### config.mk
export PLATFORM = sky130hd
export DESIGN_NAME = priority_bypass_ready_queue
export DESIGN_NICKNAME = d
export VERILOG_FILES = /design/src/rtl/core/prq_pkg.sv /design/src/rtl/core/prq_cell.sv /design/src/rtl/core/priority_bypass_ready_queue.sv
export SDC_FILE = /design/constraint.sdc
export NUM_CORES = 1
export LEC_CHECK = 0
export BUFFER_PORTS_ARGS = -buffer_cell sky130_fd_sc_hd__buf_2
export CORE_MARGIN = 1
export CORE_UTILIZATION = 45
export DETAILED_ROUTE_END_ITERATION = 12
export HOLD_SLACK_MARGIN = 0.15
export PLACE_DENSITY = 0.7
export SLEW_MARGIN = 15
export SYNTH_ARGS = -nofsm -noshare
export SYNTH_HDL_FRONTEND = slang
export SYNTH_SLANG_ARGS = --single-unit
### constraint.sdc
create_clock -name clock -period 3.6 [get_ports clock]
set_clock_uncertainty 0.05 [all_clocks]
set_input_delay 1.08 -clock clock [delete_from_list [all_inputs] [get_ports clock]]
set_output_delay 1.08 -clock clock [all_outputs]
set_load 0.01 [all_outputs]
### src/rtl/core/prq_pkg.sv
package prq_pkg;

   // Queue geometry
   localparam int QUEUE_DEPTH = 16;
   localparam int ID_BITS     = 8;
   localparam int COUNT_BITS  = $clog2(QUEUE_DEPTH + 1);

   // Fixed port field widths
   localparam int PORT_ID_BITS    = 8;
   localparam int PORT_COUNT_BITS = 5;

   // Function codes and flag values
   localparam logic FUNC_ENQUEUE   = 1'b0;
   localparam logic FUNC_SCHEDULE  = 1'b1;
   localparam logic HIGH_PRIO      = 1'b1;
   localparam logic KEEP_RUNNING   = 1'b1;

   typedef logic [ID_BITS-1:0]         id_type;
   typedef logic [COUNT_BITS-1:0]      count_type;
   typedef logic [PORT_ID_BITS-1:0]    port_id_type;
   typedef logic [PORT_COUNT_BITS-1:0] port_count_type;

   typedef struct packed {
      id_type id;
      logic   high;
   } entry_type;

   // Per-cell control from the sequencer
   typedef struct packed {
      logic occ;       // cell holds a waiting entry
      logic tail_wr;   // cell is the tail slot and takes the pushed entry
      logic pick;      // selection cycle of a schedule beat
      logic any_high;  // some waiting entry has high priority
   } cell_ctrl_type;

   typedef enum logic {
      ST_IDLE,
      ST_PICK
   } state_type;

endpackage

### src/rtl/core/prq_cell.sv
module prq_cell (
   input  logic                   clock,
   input  prq_pkg::cell_ctrl_type ctrl,
   input  prq_pkg::entry_type     tail_entry,
   input  prq_pkg::entry_type     next_entry,
   input  logic                   seen_in,
   output logic                   seen_out,
   output logic                   hit,
   output prq_pkg::entry_type     entry_out
);

   prq_pkg::entry_type entry_ff;
   logic               is_high;
   logic               take;

   assign is_high   = ctrl.occ & (entry_ff.high == prq_pkg::HIGH_PRIO);
   assign hit       = is_high & ~seen_in;
   assign seen_out  = seen_in | is_high;
   // close the gap: every cell from the selected one on takes its neighbor
   assign take      = ctrl.pick & (~ctrl.any_high | seen_out);
   assign entry_out = entry_ff;

   always_ff @(posedge clock) begin
      if (ctrl.tail_wr) begin
         entry_ff <= tail_entry;
      end else if (take) begin
         entry_ff <= next_entry;
      end
   end

endmodule

### src/rtl/core/priority_bypass_ready_queue.sv
// Ready queue of thread ids with a high-priority bypass and the running thread.
// Input channel req_*: one beat per operation. req_func selects enqueue
// (append req_thread_id / req_high_priority at the tail) or schedule (requeue
// the running thread if req_current_runs, then take the oldest high-priority
// entry, or the head if none, and make it the running thread).
// Result channel rsp_*: exactly one beat per request beat, in order, carrying
// the running id, picked and dropped flags and the queue fill after the op.
// Timing: an enqueue result is valid the cycle after acceptance; a schedule
// result is registered after the pick state, which selects and shifts the cell row.
// Throughput: one enqueue every cycle while results are taken; a schedule
// holds off requests during its single selection pass through the cell row.
// A full queue drops the pushed entry and raises rsp_dropped.
// Reset (synchronous, active high) empties the queue and makes thread 0 the
// running thread at normal priority; queue storage itself is not cleared.
// When the receiver stalls, the result holds in the output register and
// req_ready stays low until it is taken or taken in the same cycle.
module priority_bypass_ready_queue (
   input  logic       clock,
   input  logic       reset,
   input  logic       req_valid,
   output logic       req_ready,
   input  logic       req_func,
   input  logic [7:0] req_thread_id,
   input  logic       req_high_priority,
   input  logic       req_current_runs,
   output logic       rsp_valid,
   input  logic       rsp_ready,
   output logic [7:0] rsp_running_id,
   output logic       rsp_picked,
   output logic       rsp_dropped,
   output logic [4:0] rsp_queued_count
);

   localparam int Depth = prq_pkg::QUEUE_DEPTH;

   prq_pkg::state_type      state_ff, state_in;
   prq_pkg::count_type      fill_ff, fill_in;
   prq_pkg::entry_type      cur_ff, cur_in;
   logic                    drop_ff, drop_in;
   logic                    rsp_valid_ff, rsp_valid_in;
   prq_pkg::port_id_type    rsp_id_ff, rsp_id_in;
   logic                    rsp_picked_ff, rsp_picked_in;
   logic                    rsp_dropped_ff, rsp_dropped_in;
   prq_pkg::port_count_type rsp_count_ff, rsp_count_in;

   logic                    accept;
   logic                    push_req;
   logic                    full;
   logic                    push_ok;
   logic                    pick;
   logic                    any_high;
   prq_pkg::entry_type      push_entry;
   prq_pkg::entry_type      sel_entry;

   prq_pkg::cell_ctrl_type  ctrl     [Depth];
   prq_pkg::entry_type      entries  [Depth];
   prq_pkg::entry_type      next_ent [Depth];
   logic                    hits     [Depth];
   logic [Depth:0]          seen;

   // Handshake: take a beat only when idle and the output slot frees up
   assign req_ready = (state_ff == prq_pkg::ST_IDLE) & (~rsp_valid_ff | rsp_ready);
   assign accept    = req_valid & req_ready;

   // Tail push: the enqueued entry or the requeued running thread
   assign push_entry = (req_func == prq_pkg::FUNC_ENQUEUE)
                       ? prq_pkg::entry_type'{id:   prq_pkg::id_type'(req_thread_id),
                                              high: req_high_priority}
                       : cur_ff;
   assign push_req   = accept & ((req_func == prq_pkg::FUNC_ENQUEUE) |
                                 (req_current_runs == prq_pkg::KEEP_RUNNING));
   assign full       = (fill_ff == prq_pkg::count_type'(Depth));
   assign push_ok    = push_req & ~full;

   // Selection happens in the pick cycle if anything waits
   assign pick     = (state_ff == prq_pkg::ST_PICK) & (fill_ff != '0);
   assign seen[0]  = 1'b0;
   assign any_high = seen[Depth];

   // Row of cells; entries ripple toward the head on a pick
   for (genvar i = 0; i < Depth; i++) begin : g_cell
      assign ctrl[i].occ      = prq_pkg::count_type'(i) < fill_ff;
      assign ctrl[i].tail_wr  = push_ok & (fill_ff == prq_pkg::count_type'(i));
      assign ctrl[i].pick     = pick;
      assign ctrl[i].any_high = any_high;

      if (i == Depth - 1) begin : g_last
         assign next_ent[i] = entries[i];
      end else begin : g_mid
         assign next_ent[i] = entries[i+1];
      end

      prq_cell u_cell (
         .clock      (clock),
         .ctrl       (ctrl[i]),
         .tail_entry (push_entry),
         .next_entry (next_ent[i]),
         .seen_in    (seen[i]),
         .seen_out   (seen[i+1]),
         .hit        (hits[i]),
         .entry_out  (entries[i])
      );
   end

   // Gather the chosen entry: first high-priority cell, else the head
   always_comb begin
      sel_entry = any_high ? '0 : entries[0];
      for (int i = 0; i < Depth; i++) begin
         if (hits[i]) begin
            sel_entry = sel_entry | entries[i];
         end
      end
   end

   // Next state
   always_comb begin
      state_in = state_ff;
      unique case (state_ff)
         prq_pkg::ST_IDLE: begin
            if (accept && req_func == prq_pkg::FUNC_SCHEDULE) begin
               state_in = prq_pkg::ST_PICK;
            end
         end
         prq_pkg::ST_PICK: begin
            state_in = prq_pkg::ST_IDLE;
         end
         default: begin
            state_in = prq_pkg::ST_IDLE;
         end
      endcase
   end

   // Datapath and result register
   always_comb begin
      fill_in        = fill_ff;
      cur_in         = cur_ff;
      drop_in        = drop_ff;
      rsp_valid_in   = rsp_valid_ff & ~rsp_ready;
      rsp_id_in      = rsp_id_ff;
      rsp_picked_in  = rsp_picked_ff;
      rsp_dropped_in = rsp_dropped_ff;
      rsp_count_in   = rsp_count_ff;
      unique case (state_ff)
         prq_pkg::ST_IDLE: begin
            if (accept) begin
               if (push_ok) begin
                  fill_in = fill_ff + prq_pkg::count_type'(1);
               end
               drop_in = push_req & full;
               if (req_func == prq_pkg::FUNC_ENQUEUE) begin
                  // enqueue answers at once
                  rsp_valid_in   = 1'b1;
                  rsp_id_in      = prq_pkg::port_id_type'(cur_ff.id);
                  rsp_picked_in  = 1'b0;
                  rsp_dropped_in = push_req & full;
                  rsp_count_in   = prq_pkg::port_count_type'(
                                      push_ok ? fill_ff + prq_pkg::count_type'(1) : fill_ff);
               end
            end
         end
         prq_pkg::ST_PICK: begin
            if (pick) begin
               cur_in  = sel_entry;
               fill_in = fill_ff - prq_pkg::count_type'(1);
            end
            rsp_valid_in   = 1'b1;
            rsp_id_in      = prq_pkg::port_id_type'(pick ? sel_entry.id : cur_ff.id);
            rsp_picked_in  = pick;
            rsp_dropped_in = drop_ff;
            rsp_count_in   = prq_pkg::port_count_type'(
                                pick ? fill_ff - prq_pkg::count_type'(1) : fill_ff);
         end
         default: begin
            rsp_valid_in = rsp_valid_ff;
         end
      endcase
   end

   // Control state
   always_ff @(posedge clock) begin
      if (reset) begin
         state_ff     <= prq_pkg::ST_IDLE;
         fill_ff      <= '0;
         cur_ff       <= '0;
         rsp_valid_ff <= 1'b0;
      end else begin
         state_ff     <= state_in;
         fill_ff      <= fill_in;
         cur_ff       <= cur_in;
         rsp_valid_ff <= rsp_valid_in;
      end
   end

   // Payload: hold until taken
   always_ff @(posedge clock) begin
      drop_ff        <= drop_in;
      rsp_id_ff      <= rsp_id_in;
      rsp_picked_ff  <= rsp_picked_in;
      rsp_dropped_ff <= rsp_dropped_in;
      rsp_count_ff   <= rsp_count_in;
   end

   assign rsp_valid        = rsp_valid_ff;
   assign rsp_running_id   = rsp_id_ff;
   assign rsp_picked       = rsp_picked_ff;
   assign rsp_dropped      = rsp_dropped_ff;
   assign rsp_queued_count = rsp_count_ff;

endmodule

==> flow_results.xml <==
<?xml version="1.0" encoding="UTF-8"?>
<metrics>
  <group name="synth">
    <metric name="netlist-cell-type-count" unit="">74</metric>
    <metric name="post-synth-top-count-cell" unit="">sky130_fd_sc_hd__edfxtp_1</metric>
    <metric name="post_synth_instance_area" unit="um2">9240</metric>
    <metric name="synth_nets" unit="">901</metric>
    <metric name="synth_seq_area_share" unit="%">55.5</metric>
    <metric name="synth_top_area_share" unit="%">52.0</metric>
    <metric name="synth_area_leaders" unit="">sky130_fd_sc_hd__edfxtp_1 (52%), sky130_fd_sc_hd__a21oi_1 (6.1%), sky130_fd_sc_hd__nor2_1 (4.5%)</metric>
    <metric name="synthDominantAreaCellType" unit="">sky130_fd_sc_hd__edfxtp_1</metric>
    <metric name="synthesis.area_per_instance" unit="um2">10.5</metric>
    <metric name="synth_seq_cells" unit="">176</metric>
    <metric name="synth.cells.most_frequent" unit="">sky130_fd_sc_hd__edfxtp_1 (160), sky130_fd_sc_hd__a21oi_1 (113), sky130_fd_sc_hd__nor2_1 (112), sky130_fd_sc_hd__nand2_1 (75), sky130_fd_sc_hd__o21ai_0 (63)</metric>
    <metric name="synth_ff_type" unit="">sky130_fd_sc_hd__edfxtp_1</metric>
    <metric name="ys_warn_count" unit="">0</metric>
    <metric name="synth-async-reset-ratio" unit="%">0</metric>
    <metric name="synthesized_instance_count" unit="">881</metric>
    <metric name="number_of_enable_flip_flop_cells_after_synthesis" unit="">160</metric>
  </group>
  <group name="clocking">
    <metric name="cts_root_buffer" unit="">sky130_fd_sc_hd__clkbuf_16</metric>
    <metric name="cts.repair.resized" unit="">0</metric>
    <metric name="htreeDepth" unit="">4</metric>
    <metric name="cts_made_buffers" unit="">17</metric>
    <metric name="max-clock-path-buffers" unit="">2</metric>
    <metric name="cts-hold-fix-buffers" unit="">0</metric>
    <metric name="cts_clock_pin_slew_for_the_worst_setup_and_hold_paths" unit="ns">0.07</metric>
    <metric name="clock_sink_count" unit="">176</metric>
    <metric name="clk_latency" unit="ns">0.45</metric>
    <metric name="post_cts.repair.setup_buffers" unit="">0</metric>
    <metric name="cts_tree" unit="">done</metric>
  </group>
  <group name="cells_and_area">
    <metric name="final_layout_size_suffix_gt1_share" unit="%">17.9</metric>
    <metric name="areaGrowthSynthToFinish" unit="%">13.7</metric>
    <metric name="sequential_cell_area_in_the_final_layout" unit="um2">5120</metric>
    <metric name="stdcell_count" unit="">1205</metric>
    <metric name="layout.nets" unit="">942</metric>
    <metric name="layout.filler_cells" unit="">1794</metric>
    <metric name="num_antenna_cells" unit="">0</metric>
    <metric name="postLayoutCellArea" unit="um2">10500</metric>
    <metric name="multi_input_area" unit="um2">3790</metric>
  </group>
  <group name="sta">
    <metric name="fin_setup_tns" unit="ns">0</metric>
    <metric name="maxClockFrequency" unit="MHz">306</metric>
    <metric name="worst_slew_pin_slew" unit="ns">0.848</metric>
    <metric name="finalMaxSlewViolations" unit="">0</metric>
    <metric name="rsz_0062_raised_after_global_routing" unit="">false</metric>
    <metric name="relSlewSlack" unit="%">43.1</metric>
    <metric name="fin_crit" unit="ns">3.26</metric>
    <metric name="timing.final.setup_violations" unit="">0</metric>
    <metric name="timing.final.crit_share" unit="%">90.6</metric>
    <metric name="final_hold_viol_count" unit="">0</metric>
  </group>
  <group name="global_route">
    <metric name="vias_in_the_first_global_route" unit="">6795</metric>
    <metric name="grt_antenna_before_repair" unit="">0</metric>
    <metric name="largest_net_degree_at_the_start_of_global_routing" unit="">21</metric>
    <metric name="total_global_routing_overflow" unit="">0</metric>
    <metric name="grt_usage" unit="%">25.0</metric>
    <metric name="grt_pass1_wl" unit="mm">39.8</metric>
  </group>
  <group name="critical_path">
    <metric name="rr_worst_depth" unit="">8</metric>
    <metric name="critPathLaunchType" unit="">flop</metric>
    <metric name="rrSetupSlack" unit="ns">0.34</metric>
    <metric name="worstPathMaxFanout" unit="">13</metric>
    <metric name="crit_required" unit="ns">3.63</metric>
    <metric name="worstReg2RegEnd" unit="">g_cell[9].u_cell.entry_out[1]</metric>
    <metric name="r2r-start" unit="">fill_ff[1]</metric>
    <metric name="timing_worst_setup_path_type" unit="">reg2reg</metric>
    <metric name="arrival" unit="ns">3.29</metric>
    <metric name="endpoint_kind" unit="">flop</metric>
  </group>
  <group name="power">
    <metric name="share_clk_of_total_power" unit="%">37.2</metric>
    <metric name="power.share.sequential" unit="%">47.9</metric>
    <metric name="switchingPower" unit="W">0.00151</metric>
    <metric name="sw_share" unit="%">29.9</metric>
    <metric name="pwr_density_cell" unit="nW/um2">479</metric>
    <metric name="power.leakage" unit="nW">3.75</metric>
    <metric name="internal-power" unit="W">0.00352</metric>
    <metric name="power.share.combinational" unit="%">14.8</metric>
    <metric name="vdd_drop_max" unit="mV">0.323</metric>
  </group>
  <group name="floorplan">
    <metric name="fp.dieH" unit="um">145</metric>
    <metric name="num_io_pins" unit="">32</metric>
    <metric name="core.rowCount" unit="">52</metric>
    <metric name="die-width" unit="um">145</metric>
    <metric name="die_area" unit="um2">21100</metric>
    <metric name="core_region_area" unit="um2">20200</metric>
    <metric name="floorplan.initialDensity" unit="%">45.8</metric>
  </group>
  <group name="detailed_routing">
    <metric name="routed_wl" unit="mm">25.7</metric>
    <metric name="post_drt_via_cell_ratio" unit="">6.12</metric>
    <metric name="num_vias" unit="">7369</metric>
    <metric name="drt_first_pass_iters" unit="">6</metric>
    <metric name="drt_iter0_markers" unit="">901</metric>
    <metric name="remaining_routing_drc_violations" unit="">0</metric>
    <metric name="route.detailed.wl_per_inst" unit="um">21.3</metric>
    <metric name="ant_nets" unit="">0</metric>
  </group>
  <group name="placement">
    <metric name="gp_congestion" unit="">0.919</metric>
    <metric name="post-place-cells" unit="">1173</metric>
    <metric name="detailedPlacementHpwl" unit="mm">18.2</metric>
    <metric name="detailed_place.area" unit="um2">9900</metric>
    <metric name="io_buffer_count" unit="">31</metric>
  </group>
  <group name="job">
    <metric name="timing.max_cap.violations" unit="">0</metric>
  </group>
  <group name="hold_path">
    <metric name="min-delay-path-class" unit="">reg2reg</metric>
    <metric name="min-delay-start" unit="">cur_ff[0]</metric>
    <metric name="hold-path-endpoint" unit="">cur_ff[0]</metric>
    <metric name="hold_depth" unit="">2</metric>
  </group>
  <group name="run_status">
    <metric name="status" unit="">finished clean</metric>
  </group>
</metrics>
==> kinds of logic after synthesis <==
family / count (synthesis) / share of synthesized area (%)
AOI/OAI and AO/OA: 317 / 23.2
adders and majority gates: 5 / 0.677
buffers and inverters: 85 / 3.95
xor gates and xnor gates: 4 / 0.379
DFF: 176 / 55.5
muxes: 12 / 1.34
and+or+nand+nor: 282 / 14.9
==> critical path, stage by stage (launching register included) <==
cell,delay [ns]
sky130_fd_sc_hd__dfxtp_1,0.35
sky130_fd_sc_hd__inv_1,0.13
sky130_fd_sc_hd__ha_1,0.20
sky130_fd_sc_hd__nor4b_1,0.45
sky130_fd_sc_hd__o21a_1,0.25
sky130_fd_sc_hd__o21ai_2,0.10
sky130_fd_sc_hd__nor3_4,0.59
sky130_fd_sc_hd__nor3_1,0.09
sky130_fd_sc_hd__o21bai_1,0.67
==> worst max path at each step <==
stage	end	start	slack [ns]
CTS	g_cell[9].u_cell.entry_out[1]	fill_ff[1]	0.35
floorplan	g_cell[9].u_cell.entry_out[0]	req_current_runs	0.17
global placement	g_cell[9].u_cell.entry_out[7]	fill_ff[2]	0.41
detailed placement	g_cell[9].u_cell.entry_out[8]	fill_ff[1]	0.38
global route	g_cell[9].u_cell.entry_out[1]	fill_ff[2]	0.08
finish	g_cell[9].u_cell.entry_out[1]	fill_ff[1]	0.34
==> registers in the layout, summed over array words and instances (netlist names) <==
register,cells
state_ff,1
rsp_queued_count,5
rsp_picked,1
fill_ff,5
rsp_valid,1
g_cell.u_cell.entry_out,144
drop_ff,1
cur_ff,9
rsp_dropped,1
rsp_running_id,8
==> cells in the final DEF, fill, tap and decap left out, types with 7 or more instances in the layout <==
cell | netlist | final
sky130_fd_sc_hd__a2111oi_2 | 8 | 8
sky130_fd_sc_hd__a211oi_1 | 14 | 14
sky130_fd_sc_hd__a211oi_2 | 8 | 8
sky130_fd_sc_hd__a21oi_1 | 113 | 113
sky130_fd_sc_hd__a222oi_1 | 10 | 10
sky130_fd_sc_hd__a22oi_1 | 12 | 12
sky130_fd_sc_hd__a32oi_1 | 7 | 7
sky130_fd_sc_hd__and3_1 | 8 | 8
sky130_fd_sc_hd__buf_2 | 10 | 31
sky130_fd_sc_hd__buf_4 | 1 | 54
sky130_fd_sc_hd__clkbuf_16 | 0 | 17
sky130_fd_sc_hd__dfxtp_1 | 16 | 16
sky130_fd_sc_hd__edfxtp_1 | 160 | 160
sky130_fd_sc_hd__inv_1 | 21 | 21
sky130_fd_sc_hd__nand2_1 | 75 | 75
sky130_fd_sc_hd__nand4_1 | 7 | 7
sky130_fd_sc_hd__nor2_1 | 112 | 112
sky130_fd_sc_hd__nor2b_1 | 9 | 9
sky130_fd_sc_hd__nor3_1 | 21 | 17
sky130_fd_sc_hd__nor3_2 | 3 | 7
sky130_fd_sc_hd__nor3b_1 | 7 | 7
sky130_fd_sc_hd__o211ai_1 | 21 | 21
sky130_fd_sc_hd__o21ai_0 | 63 | 63
sky130_fd_sc_hd__o21bai_1 | 7 | 7
==> layer usage <==
metal / GRT usage [%] / part of all wire, % / vias to the layer above
li1: - / - / 3447
met1: 35.4 / 42 / 3459
met4: 9.42 / 3.3 / 0
met3: 4.87 / 9.4 / 58
met5: 0 / 0 / -
met2: 38.0 / 45 / 405
==> final cells by class <==
cell class | count | area share (%)
multi-input combinational | 620 | 36.1
clock inverter | 15 | 1.75
tap | 270 | 3.21
clock buffer | 17 | 4.05
timing repair buffer | 85 | 5.33
sequential | 176 | 48.8
inverter | 22 | 0.786
==> power by group through the flow <==
stage | logic, W | clock network (W) | registers, W
floorplan | 0.000519 | 0 | 0.00242
global placement | 0.000717 | 0 | 0.00245
detailed placement | 0.000726 | 0 | 0.00245
CTS | 0.000730 | 0.00190 | 0.00241
global route | 0.000799 | 0.00198 | 0.00242
finish | 0.000746 | 0.00187 | 0.00241
==> through the flow <==
step | total power (W) | worst slack, ns | util (%) | hold slack, ns
floorplan | 0.00294 | 0.174 | - | 0.426
global placement | 0.00317 | 0.409 | 49.1 | 0.445
detailed placement | 0.00318 | 0.382 | 49.1 | 0.449
CTS | 0.00504 | 0.351 | 52.1 | 0.458
global route | 0.00520 | 0.0802 | 52.1 | 0.520
finish | 0.00503 | 0.337 | 52.1 | 0.461
(Power assumes the default switching activity.)
